File: config.mk
export PLATFORM = sky130hd
export DESIGN_NAME = brake_motor_ramp_controller
export DESIGN_NICKNAME = d
export VERILOG_FILES = /design/src/sv/bmrc_pkg.sv /design/src/sv/brake_motor_ramp_controller.sv
export SDC_FILE = /design/constraint.sdc
export NUM_CORES = 1
export LEC_CHECK = 0
export BUFFER_PORTS_ARGS = -buffer_cell sky130_fd_sc_hd__buf_2
export CORE_MARGIN = 1
export CORE_UTILIZATION = 28
export DETAILED_ROUTE_END_ITERATION = 6
export SLEW_MARGIN = 25
export SYNTH_ARGS = -nofsm -noshare
export SYNTH_HDL_FRONTEND = slang
export SYNTH_SLANG_ARGS = --single-unit
File: constraint.sdc
create_clock -name clk_i -period 13.6 [get_ports clk_i]
set_clock_uncertainty 0.15 [all_clocks]
set_input_delay 1.36 -clock clk_i [delete_from_list [all_inputs] [get_ports clk_i]]
set_output_delay 1.36 -clock clk_i [all_outputs]
set_load 0.1 [all_outputs]
File: src/sv/bmrc_pkg.sv
// Shared types and constants for the brake motor ramp controller.
package bmrc_pkg;

  // Item field widths
  localparam int unsigned StickW = 8;
  localparam int unsigned TimeW  = 32;
  localparam int unsigned SpeedW = 12;
  localparam int unsigned PotW   = 10;
  localparam int unsigned DutyW  = 8;
  localparam int unsigned ModeW  = 3;

  // Packed stream widths (rounded up to whole bytes)
  localparam int unsigned InFieldsW  = 2 * StickW + TimeW + SpeedW + 1 + PotW;
  localparam int unsigned InDataW    = ((InFieldsW + 7) / 8) * 8;
  localparam int unsigned OutFieldsW = 1 + DutyW + ModeW;
  localparam int unsigned OutDataW   = ((OutFieldsW + 7) / 8) * 8;

  // Configuration port
  localparam int unsigned CfgIdxW  = 2;
  localparam int unsigned CfgDataW = 32;

  localparam logic [CfgIdxW-1:0] CfgTightenDir  = 2'd0;
  localparam logic [CfgIdxW-1:0] CfgPotCenter   = 2'd1;
  localparam logic [CfgIdxW-1:0] CfgNoInputDly  = 2'd2;
  localparam logic [CfgIdxW-1:0] CfgMaxDuty     = 2'd3;

  localparam logic             RstTightenDir = 1'b1;
  localparam logic [PotW-1:0]  RstPotCenter  = 10'd512;
  localparam logic [TimeW-1:0] RstNoInputDly = 32'd100000;
  localparam logic [DutyW-1:0] RstMaxDuty    = 8'd50;

  // Control constants
  localparam logic [StickW-1:0] StickDown   = 8'd135;
  localparam logic [StickW-1:0] IdleLow     = 8'd124;
  localparam logic [StickW-1:0] IdleHigh    = 8'd132;
  localparam logic [SpeedW-1:0] SpeedHighFx = 12'd160;
  localparam logic [SpeedW-1:0] SpeedMoveFx = 12'd16;
  localparam logic [PotW:0]     PotBand     = 11'd5;
  localparam logic [DutyW-1:0]  BaseDuty    = 8'd20;
  localparam logic [DutyW-1:0]  DutySat     = 8'd255;

  // Ramp: 40 * t / 1000 == t / 25. Saturates at 255 once t >= 256 * 25.
  // Below that t fits 13 bits and t / 25 == (t * 5243) >> 17 exactly.
  localparam int unsigned RampDivW   = 13;
  localparam int unsigned RampShift  = 17;
  localparam logic [TimeW-1:0]    RampSatTicks = 32'd6400;
  localparam logic [RampDivW-1:0] RampRecip    = 13'd5243;

  typedef enum logic [ModeW-1:0] {
    ModeEmergency   = 3'd0,
    ModeBrake       = 3'd1,
    ModeTimeout     = 3'd2,
    ModeRecenterL   = 3'd3,
    ModeRecenterR   = 3'd4,
    ModeReleased    = 3'd5
  } mode_e;

endpackage

File: src/sv/brake_motor_ramp_controller.sv
// Brake motor ramp controller: one control tick per stream item.
//
// Each accepted input item is one control tick. The block decides to tighten
// the brake (emergency, stick pulled down, speed above 10, or no stick motion
// for over no_input_delay ticks), to recenter it on the potentiometer, or to
// release it, and returns one result item with the direction level, the PWM
// duty and a mode code. While braking, the duty follows elapsed/25 since the
// last release (40 per 1000 ticks), saturating at 255, never lowered and
// clamped at max_brake_duty. Rate: one item per clock while the sink takes
// results. Items pass an input register, then the decision logic (one 32-bit
// subtract, a 13x13 reciprocal multiply for the divide by 25, compares)
// feeding the result register. The controller state updates on the same edge
// that loads the result, so the next tick sees it with no bubble. Both stages
// move while the result is taken, so a stalled sink only holds the pipeline,
// it never drops or repeats items. A plain write port with no read-back sets
// config (0 tighten_dir, 1 pot_center, 2 no_input_delay, 3 max_brake_duty);
// users write it only while the block is idle; the block does not enforce it.
module brake_motor_ramp_controller (
  input  logic                             clk_i,
  input  logic                             rst_ni,
  // config write port
  input  logic                             cfg_we_i,
  input  logic [bmrc_pkg::CfgIdxW-1:0]     cfg_idx_i,
  input  logic [bmrc_pkg::CfgDataW-1:0]    cfg_data_i,
  // input stream
  input  logic                             s_axis_tvalid_i,
  output logic                             s_axis_tready_o,
  // tdata, low bit up: stick_y[7:0], stick_x[15:8], now_time[47:16],
  // speed_fx[59:48], emergency[60], pot_value[70:61], zero fill [71]
  input  logic [bmrc_pkg::InDataW-1:0]     s_axis_tdata_i,
  // result stream
  output logic                             m_axis_tvalid_o,
  input  logic                             m_axis_tready_i,
  // tdata, low bit up: direction[0], speed_duty[8:1], mode_code[11:9],
  // zero fill [15:12]
  output logic [bmrc_pkg::OutDataW-1:0]    m_axis_tdata_o
);

  localparam int unsigned StickW = bmrc_pkg::StickW;
  localparam int unsigned TimeW  = bmrc_pkg::TimeW;
  localparam int unsigned SpeedW = bmrc_pkg::SpeedW;
  localparam int unsigned PotW   = bmrc_pkg::PotW;
  localparam int unsigned DutyW  = bmrc_pkg::DutyW;
  localparam int unsigned DivW   = bmrc_pkg::RampDivW;
  localparam int unsigned ProdW  = 2 * DivW;
  localparam int unsigned Shift  = bmrc_pkg::RampShift;

  // ---------------------------------------------------------------------
  // Configuration registers
  // ---------------------------------------------------------------------
  logic             tighten_dir_q;
  logic [PotW-1:0]  pot_center_q;
  logic [TimeW-1:0] no_input_delay_q;
  logic [DutyW-1:0] max_duty_q;

  always_ff @(posedge clk_i or negedge rst_ni) begin
    if (!rst_ni) begin
      tighten_dir_q    <= bmrc_pkg::RstTightenDir;
      pot_center_q     <= bmrc_pkg::RstPotCenter;
      no_input_delay_q <= bmrc_pkg::RstNoInputDly;
      max_duty_q       <= bmrc_pkg::RstMaxDuty;
    end else if (cfg_we_i) begin
      unique case (cfg_idx_i)
        bmrc_pkg::CfgTightenDir: tighten_dir_q    <= cfg_data_i[0];
        bmrc_pkg::CfgPotCenter:  pot_center_q     <= cfg_data_i[PotW-1:0];
        bmrc_pkg::CfgNoInputDly: no_input_delay_q <= cfg_data_i[TimeW-1:0];
        bmrc_pkg::CfgMaxDuty:    max_duty_q       <= cfg_data_i[DutyW-1:0];
        default: ;
      endcase
    end
  end

  // ---------------------------------------------------------------------
  // Pipeline handshake: input stage -> result stage
  // ---------------------------------------------------------------------
  logic                                    in_valid_q;
  logic [bmrc_pkg::InFieldsW-1:0]          in_data_q;
  logic                                    out_valid_q;
  logic                                    out_dir_q;
  logic [DutyW-1:0]                        out_duty_q;
  bmrc_pkg::mode_e                         out_mode_q;

  logic out_free;   // result register can take a new item this cycle
  logic advance;    // input stage item moves into the result register

  assign out_free        = !out_valid_q || m_axis_tready_i;
  assign advance         = in_valid_q && out_free;
  assign s_axis_tready_o = !in_valid_q || out_free;

  always_ff @(posedge clk_i or negedge rst_ni) begin
    if (!rst_ni) begin
      in_valid_q <= 1'b0;
    end else if (s_axis_tready_o) begin
      in_valid_q <= s_axis_tvalid_i;
    end
  end

  always_ff @(posedge clk_i) begin
    if (s_axis_tready_o && s_axis_tvalid_i) begin
      in_data_q <= s_axis_tdata_i[bmrc_pkg::InFieldsW-1:0];
    end
  end

  // field unpack
  logic [StickW-1:0] stick_y;
  logic [StickW-1:0] stick_x;
  logic [TimeW-1:0]  now_time;
  logic [SpeedW-1:0] speed_fx;
  logic              emergency;
  logic [PotW-1:0]   pot_value;

  assign stick_y   = in_data_q[7:0];
  assign stick_x   = in_data_q[15:8];
  assign now_time  = in_data_q[47:16];
  assign speed_fx  = in_data_q[59:48];
  assign emergency = in_data_q[60];
  assign pot_value = in_data_q[70:61];

  // ---------------------------------------------------------------------
  // Controller state
  // ---------------------------------------------------------------------
  logic [DutyW-1:0] brake_duty_q, brake_duty_d;
  logic [TimeW-1:0] ramp_start_q, ramp_start_d;
  logic [TimeW-1:0] last_input_q, last_input_d;
  logic             dir_level_q, dir_level_d;

  // ---------------------------------------------------------------------
  // Ramp term: elapsed / 25, saturated at 255
  // ---------------------------------------------------------------------
  logic [TimeW-1:0] elapsed;
  logic             ramp_sat;
  logic [ProdW-1:0] ramp_prod;
  logic [DutyW-1:0] ramp_term;
  logic [DutyW-1:0] ramp_max;
  logic [DutyW-1:0] ramp_duty;

  assign elapsed   = now_time - ramp_start_q;
  assign ramp_sat  = elapsed >= bmrc_pkg::RampSatTicks;
  assign ramp_prod = {{DivW{1'b0}}, elapsed[DivW-1:0]}
                   * {{DivW{1'b0}}, bmrc_pkg::RampRecip};
  assign ramp_term = ramp_sat ? bmrc_pkg::DutySat : ramp_prod[Shift+DutyW-1:Shift];
  // never lowered by the ramp, then clamped (clamp may pull it down)
  assign ramp_max  = (ramp_term > brake_duty_q) ? ramp_term : brake_duty_q;
  assign ramp_duty = (ramp_max > max_duty_q) ? max_duty_q : ramp_max;

  // ---------------------------------------------------------------------
  // Decision
  // ---------------------------------------------------------------------
  logic          brake_req;
  logic          timed_out;
  logic          moving;
  logic          pot_low;
  logic          pot_high;
  logic          stick_active;
  logic [TimeW:0] idle_deadline;

  assign brake_req     = (stick_y > bmrc_pkg::StickDown) || (speed_fx > bmrc_pkg::SpeedHighFx);
  assign moving        = speed_fx >= bmrc_pkg::SpeedMoveFx;
  // 33-bit sum, no wrap
  assign idle_deadline = {1'b0, last_input_q} + {1'b0, no_input_delay_q};
  assign timed_out     = idle_deadline < {1'b0, now_time};
  // deadband of +-5 around the center, compared at 11 bits
  assign pot_low       = ({1'b0, pot_value} + bmrc_pkg::PotBand) < {1'b0, pot_center_q};
  assign pot_high      = {1'b0, pot_value} > ({1'b0, pot_center_q} + bmrc_pkg::PotBand);
  assign stick_active  = !((stick_x >= bmrc_pkg::IdleLow) && (stick_x <= bmrc_pkg::IdleHigh))
                      || !((stick_y >= bmrc_pkg::IdleLow) && (stick_y <= bmrc_pkg::IdleHigh));

  logic [DutyW-1:0] duty_d;
  bmrc_pkg::mode_e  mode_d;

  always_comb begin
    brake_duty_d = brake_duty_q;
    ramp_start_d = ramp_start_q;
    last_input_d = last_input_q;
    dir_level_d  = dir_level_q;
    duty_d       = brake_duty_q;
    mode_d       = bmrc_pkg::ModeEmergency;
    priority if (emergency) begin
      // ramp only while the vehicle still moves; stick activity not tracked
      dir_level_d = tighten_dir_q;
      if (moving) begin
        brake_duty_d = ramp_duty;
      end
      duty_d = moving ? ramp_duty : brake_duty_q;
      mode_d = bmrc_pkg::ModeEmergency;
    end else begin
      priority if (brake_req) begin
        brake_duty_d = ramp_duty;
        dir_level_d  = tighten_dir_q;
        duty_d       = ramp_duty;
        mode_d       = bmrc_pkg::ModeBrake;
      end else if (timed_out) begin
        brake_duty_d = ramp_duty;
        dir_level_d  = tighten_dir_q;
        duty_d       = ramp_duty;
        mode_d       = bmrc_pkg::ModeTimeout;
      end else if (pot_low) begin
        dir_level_d = 1'b1;
        duty_d      = bmrc_pkg::BaseDuty;
        mode_d      = bmrc_pkg::ModeRecenterL;
      end else if (pot_high) begin
        dir_level_d = 1'b0;
        duty_d      = bmrc_pkg::BaseDuty;
        mode_d      = bmrc_pkg::ModeRecenterR;
      end else begin
        // centered: release and restart the ramp clock
        duty_d       = '0;
        brake_duty_d = bmrc_pkg::BaseDuty;
        ramp_start_d = now_time;
        mode_d       = bmrc_pkg::ModeReleased;
      end
      if (stick_active) begin
        last_input_d = now_time;
      end
    end
  end

  always_ff @(posedge clk_i or negedge rst_ni) begin
    if (!rst_ni) begin
      brake_duty_q <= bmrc_pkg::BaseDuty;
      ramp_start_q <= '0;
      last_input_q <= '0;
      dir_level_q  <= 1'b0;
    end else if (advance) begin
      brake_duty_q <= brake_duty_d;
      ramp_start_q <= ramp_start_d;
      last_input_q <= last_input_d;
      dir_level_q  <= dir_level_d;
    end
  end

  // ---------------------------------------------------------------------
  // Result register
  // ---------------------------------------------------------------------
  always_ff @(posedge clk_i or negedge rst_ni) begin
    if (!rst_ni) begin
      out_valid_q <= 1'b0;
    end else if (out_free) begin
      out_valid_q <= in_valid_q;
    end
  end

  always_ff @(posedge clk_i) begin
    if (advance) begin
      out_dir_q  <= dir_level_d;
      out_duty_q <= duty_d;
      out_mode_q <= mode_d;
    end
  end

  assign m_axis_tvalid_o = out_valid_q;
  assign m_axis_tdata_o  = {{(bmrc_pkg::OutDataW - bmrc_pkg::OutFieldsW){1'b0}},
                            out_mode_q, out_duty_q, out_dir_q};

endmodule

==> impl_metrics.env, run 1 <==
export IMPL_synth_warnings=0
export IMPL_hold_start="dir_level_q"
export IMPL_antenna_found_initial=0
export IMPL_ys_ff_latch=209
export IMPL_synth_ff_type="dfrtp_1"
export IMPL_crit_arrival_ns=12.19
export IMPL_r2r_end="out_duty_q[7]"
export IMPL_area_growth_pct=13.4
export IMPL_yosysSeqAreaShare=0.341
export IMPL_synth_edf_count=83
export IMPL_numClockSinks=209
export IMPL_post_cts_repair_setup_buffers=0
export IMPL_dp_hpwl_mm=30.8
export IMPL_slowest_delay_ns=0.72
export IMPL_post_cts_resized=0
export IMPL_whs_endpoint="dir_level_q"
export IMPL_async_flop_share=0.603
export IMPL_fin_nets=2177
export IMPL_rsz0062_at_grt="no"
export IMPL_fin_tns_setup_ns=0
export IMPL_clk_pin_slew_ns=0.06
export IMPL_worstMarginPinSlew_ns=1.00
export IMPL_fin_cells=2570
export IMPL_fmax_mhz=83.3
export IMPL_min_path_type="reg -> reg"
export IMPL_initial_core_util=0.285
export IMPL_grt_max_degree=76
export IMPL_crit_path_start_kind="flip-flop"
export IMPL_initialDrtViolationCount=644
export IMPL_clkLatencyLatePin_ns=0.54
export IMPL_cp_required_ns=13.79
export IMPL_grt_pass1_wl_mm=64.0
export IMPL_slew_headroom=0.332
export IMPL_slowest_stage="xor2_1"
export IMPL_setup_viol=0
export IMPL_grt_use_total=0.130
export IMPL_cts_max_path_buffers=3
export IMPL_reg2reg_from="in_data_q[16]"
export IMPL_grt_pass1_vias=12600
export IMPL_antennaDiodeCount=0
export IMPL_vias=12400
export IMPL_post_route_util=0.323
export IMPL_worstSetupPathType="reg -> reg"
export IMPL_hold_viol_final=0
export IMPL_postCtsHoldBufs=0
export IMPL_fp_dieH_um=245
export IMPL_drv_cap=0
export IMPL_die_x_um=245
export IMPL_overflow=0
export IMPL_synth_area_sq_um=16600
export IMPL_cp_common_cell="ha_1"
export IMPL_maxSlewViolCount=0
export IMPL_drcViolationCount=0
export IMPL_fin_crit_ns=12.00
export IMPL_drive_gt1_frac=0.157
export IMPL_dp_cells=2528
export IMPL_fill_cells=5936
export IMPL_ant_nets=0
export IMPL_wl_per_cell_um=14.9
export IMPL_io_buffers=123
export IMPL_fin_crit_sh=0.882
export IMPL_routed_via_density=4.81
export IMPL_layout_common_cells="229 x inv_1, 224 x ha_1, 122 x buf_2"
export IMPL_endpoint_kind="flip-flop"
export IMPL_cts_tree="done"
export IMPL_path_max_fanout=20
export IMPL_dieArea_sq_um=60200
export IMPL_syn_avg_cell_area_sq_um=9.93
export IMPL_clock_root_buffer="clkbuf_16"
export IMPL_rows=88
export IMPL_r2r_setup_slack_ns=1.60
export IMPL_synth_distinct_cells=74
export IMPL_gp_congestion=0.890
export IMPL_cts_buffers=23
export IMPL_htree_levels=1
export IMPL_worst_r2r_cell_count=46
export IMPL_worstHoldPathCells=2
export IMPL_core_area_sq_um=58100
export IMPL_synth_cells=1669
export IMPL_io_pins=129
export IMPL_wirelength_mm=38.3
export IMPL_outcome="finished clean"
export IMPL_first_pass_iters=5
export IMPL_final_common_cell="inv_1"
-- kinds of logic after synthesis --
| group | count (synthesis) | share of synthesized area |
|---|---|---|
| multiplexers | 93 | 0.0628 |
| buffers and inverters | 270 | 0.0625 |
| adder cells (fa/ha/maj) | 278 | 0.234 |
| flip-flops | 209 | 0.341 |
| XOR/XNOR | 78 | 0.0412 |
| AO/OA/AOI/OAI | 391 | 0.152 |
| AND/OR/NAND/NOR | 349 | 0.105 |
| other | 1 | 0.000226 |
-- state kept, by name, indices dropped and copies added (netlist names) --
register and flops:
in_data_q 71, last_input_q 32, no_input_delay_q 32, ramp_start_q 32, pot_center_q 10, brake_duty_q 8
max_duty_q 8, out_duty_q 8, out_mode_q 3, dir_level_q 1, in_valid_q 1, m_axis_tvalid_o 1
out_dir_q 1, tighten_dir_q 1
-- area by class of cell --
cell class                 count  area, sq um  area share
multi-input combinational   1193         9910       0.527
sequential                   209         5660       0.301
tap                          765          957      0.0509
inverter                     229          860      0.0457
clock inverter                11         83.8     0.00446
timing repair buffer         132          689      0.0367
clock buffer                  31          636      0.0338
-- critical path, delay by kind of cell (launching register included) --
| kind | cells | cell delay, ns |
|---|---|---|
| flops | 1 | 0.39 |
| compound gates | 19 | 4.27 |
| buf+inv | 7 | 0.82 |
| mux | 1 | 0.38 |
| simple gates | 7 | 0.96 |
| xor+xnor | 2 | 1.05 |
| fa+ha+maj | 10 | 3.76 |
-- layer usage --
metal | share of wire | track usage
met2 | 0.48 | 0.224
met4 | 0.024 | 0.0382
met3 | 0.032 | 0.0147
met1 | 0.47 | 0.169
met5 | 0 | 0
-- how the worst max path moves through the flow --
stage,startpoint,endpoint,slack (ns),cells past startpoint
2_1_floorplan,in_data_q[18],out_duty_q[2],2.87,45
3_3_place_gp,in_data_q[16],out_duty_q[7],1.90,46
3_5_place_dp,in_data_q[16],out_duty_q[7],1.61,46
4_1_cts,in_data_q[16],out_duty_q[7],1.54,46
5_1_grt,in_data_q[16],out_duty_q[7],0.83,46
6_report,in_data_q[16],out_duty_q[7],1.60,46
-- Yosys cell counts, drive strengths merged (10+ instances only) --
master    n  area share
nand2   108       0.024
ha      224        0.17
o21bai   12      0.0054
nand4    22      0.0083
a211oi   10      0.0045
o21a     27       0.012
o211ai   11      0.0053
xor2     29       0.015
nor2     66       0.015
a31oi    17      0.0064
xnor2    49       0.026
a21o     59       0.027
a21oi    98       0.030
dfrtp   113        0.17
nand3    37       0.011
clkbuf   33      0.0075
inv     229       0.052
nor2b    15      0.0057
o21ai    94       0.028
edfxtp   83        0.15
or3      10      0.0038
mux2     88       0.060
nand2b   23      0.0087
fa       54       0.065
nor3     14      0.0042
dfstp    13       0.021
and3     12      0.0045
-- per-stage QoR --
step | hold slack [ns] | setup WS, ns | cell area, sq um
floorplan | 0.296 | 2.87 | 16600
global placement | 0.312 | 1.90 | 18100
detailed placement | 0.328 | 1.61 | 18100
CTS | 0.347 | 1.54 | 18800
global route | 0.373 | 0.826 | 18800
finish | 0.349 | 1.60 | 18800
Power of run 1 is left out: the tool's default activity adds up to more than one toggle a clock period on the data nets, which glitch-free logic cannot reach.
==> run 2: changes to the inputs <==
==> constraint.sdc (replaced) <==
create_clock -name clk_i -period 14.62 [get_ports clk_i]
set_clock_uncertainty 0.15 [all_clocks]
set_input_delay 1.462 -clock clk_i [delete_from_list [all_inputs] [get_ports clk_i]]
set_output_delay 1.462 -clock clk_i [all_outputs]
set_load 0.1 [all_outputs]
==> run 2 against run 1 <==
  * First-iteration DRC count down 3.4%
  * Highest routed layer unchanged
  * Critical path depth is the same
  * Worst hold slack worse by 0.0030 ns
  * Sequential share of layout area down 0.056 points
  * Cell area up 0.19%
  * Count of clock-buffer cells in the layout down 2
  * Core utilization is 0.060 points higher
  * Largest cell class unchanged
  * Sequential cell count stayed put
  * Fmax grew 0.88%
==> impl_metrics.env, run 2 (synthesis gave the netlist of run 1 again) <==
export IMPL_outcome="finished clean"
export IMPL_numClockSinks=209
export IMPL_fin_crit_sh=0.814
export IMPL_fill_cells=5945
export IMPL_crit_arrival_ns=12.10
export IMPL_worstHoldPathCells=2
export IMPL_final_common_cell="inv_1"
export IMPL_area_growth_pct=13.6
export IMPL_fin_nets=2178
export IMPL_dieArea_sq_um=60200
export IMPL_worst_r2r_cell_count=46
export IMPL_grt_pass1_vias=12600
export IMPL_cts_max_path_buffers=3
export IMPL_r2r_setup_slack_ns=2.72
export IMPL_whs_endpoint="dir_level_q"
export IMPL_postCtsHoldBufs=0
export IMPL_hold_start="dir_level_q"
export IMPL_clock_root_buffer="clkbuf_16"
export IMPL_hold_viol_final=0
export IMPL_gp_congestion=0.898
export IMPL_place_ws_ns=2.77
export IMPL_rows=88
export IMPL_path_max_fanout=20
export IMPL_worstSetupPathType="reg -> reg"
export IMPL_antenna_found_initial=0
export IMPL_die_x_um=245
export IMPL_core_area_sq_um=58100
export IMPL_fin_crit_ns=11.90
export IMPL_clk_pin_slew_ns=0.06
export IMPL_fp_dieH_um=245
export IMPL_cts_tree="done"
export IMPL_vias=12400
export IMPL_slew_headroom=0.334
export IMPL_clkLatencyLatePin_ns=0.55
export IMPL_first_pass_iters=5
export IMPL_cp_required_ns=14.82
export IMPL_reg2reg_from="in_data_q[16]"
export IMPL_initialDrtViolationCount=622
export IMPL_largest_register_ffs=71
export IMPL_wl_per_cell_um=14.9
export IMPL_post_route_util=0.324
export IMPL_io_pins=129
export IMPL_grt_max_degree=72
export IMPL_overflow=0
export IMPL_maxSlewViolCount=0
export IMPL_dp_hpwl_mm=30.8
export IMPL_layout_common_cells="229 x inv_1, 224 x ha_1, 122 x buf_2"
export IMPL_rsz0062_at_grt="no"
export IMPL_routed_via_density=4.83
export IMPL_grt_pass1_wl_mm=63.1
export IMPL_drive_gt1_frac=0.157
export IMPL_hold_slack_ns=0.346
export IMPL_grt_use_total=0.129
export IMPL_post_cts_resized=0
export IMPL_wirelength_mm=38.4
export IMPL_setup_viol=0
export IMPL_htree_levels=1
export IMPL_fin_tns_setup_ns=0
export IMPL_slowest_stage="xor2_1"
export IMPL_largest_register="in_data_q"
export IMPL_antennaDiodeCount=0
export IMPL_drcViolationCount=0
export IMPL_post_cts_repair_setup_buffers=0
export IMPL_worstMarginPinSlew_ns=0.992
export IMPL_endpoint_kind="flip-flop"
export IMPL_initial_core_util=0.285
export IMPL_crit_path_start_kind="flip-flop"
export IMPL_r2r_end="out_duty_q[7]"
export IMPL_ant_nets=0
export IMPL_fmax_mhz=84.1
export IMPL_worst_slack_ns=2.72
export IMPL_slowest_delay_ns=0.66
export IMPL_io_buffers=123
export IMPL_drv_cap=0
export IMPL_min_path_type="reg -> reg"
export IMPL_cts_buffers=23
export IMPL_cp_common_cell="ha_1"
==> run 2: through the flow <==
stage / cells / instance area [sq um]
2_1_floorplan: 1672 / 16600
3_3_place_gp: 2528 / 18100
3_5_place_dp: 2528 / 18100
4_1_cts: 2570 / 18800
5_1_grt: 2571 / 18800
6_report: 2571 / 18800
==> run 2: layout make-up <==
class	count	area, sq um	share of cell area
tap	765	957	0.0508
sequential	209	5660	0.301
clock buffer	29	618	0.0328
timing repair buffer	133	717	0.0381
inverter	229	860	0.0456
clock inverter	13	109	0.00578
multi-input combinational	1193	9910	0.526
==> run 2: critical path, delay by kind of cell, from the launching register on <==
family                     cells  cell delay [ns]
muxes                          1             0.38
and+or+nand+nor                7             0.94
buffers and inverters          7             0.82
AOI/OAI and AO/OA             19             4.26
DFF                            1             0.39
xor gates and xnor gates       2             0.99
adders and majority gates     10             3.74
==> run 2: metal layers <==
| layer | up-vias | global-route usage | routed length [um] | share of wire |
|---|---|---|---|---|
| li1 | 6139 | - | - | - |
| met1 | 5977 | 0.165 | 17300 | 0.45 |
| met2 | 235 | 0.223 | 18500 | 0.48 |
| met3 | 57 | 0.0135 | 1400 | 0.036 |
| met4 | 0 | 0.0479 | 1210 | 0.031 |
| met5 | - | 0 | 0 | 0 |
==> run 2: worst max path at each step <==
stage	start	end	slack, ns	cells past startpoint
3_5_place_dp	in_data_q[16]	out_duty_q[7]	2.77	46
6_report	in_data_q[16]	out_duty_q[7]	2.72	46
4_1_cts	in_data_q[16]	out_duty_q[7]	2.71	46
2_1_floorplan	in_data_q[18]	out_duty_q[2]	3.89	45
5_1_grt	in_data_q[16]	out_duty_q[4]	1.77	46
3_3_place_gp	in_data_q[16]	out_duty_q[7]	2.82	46
Power of run 2 is left out for the same reason.
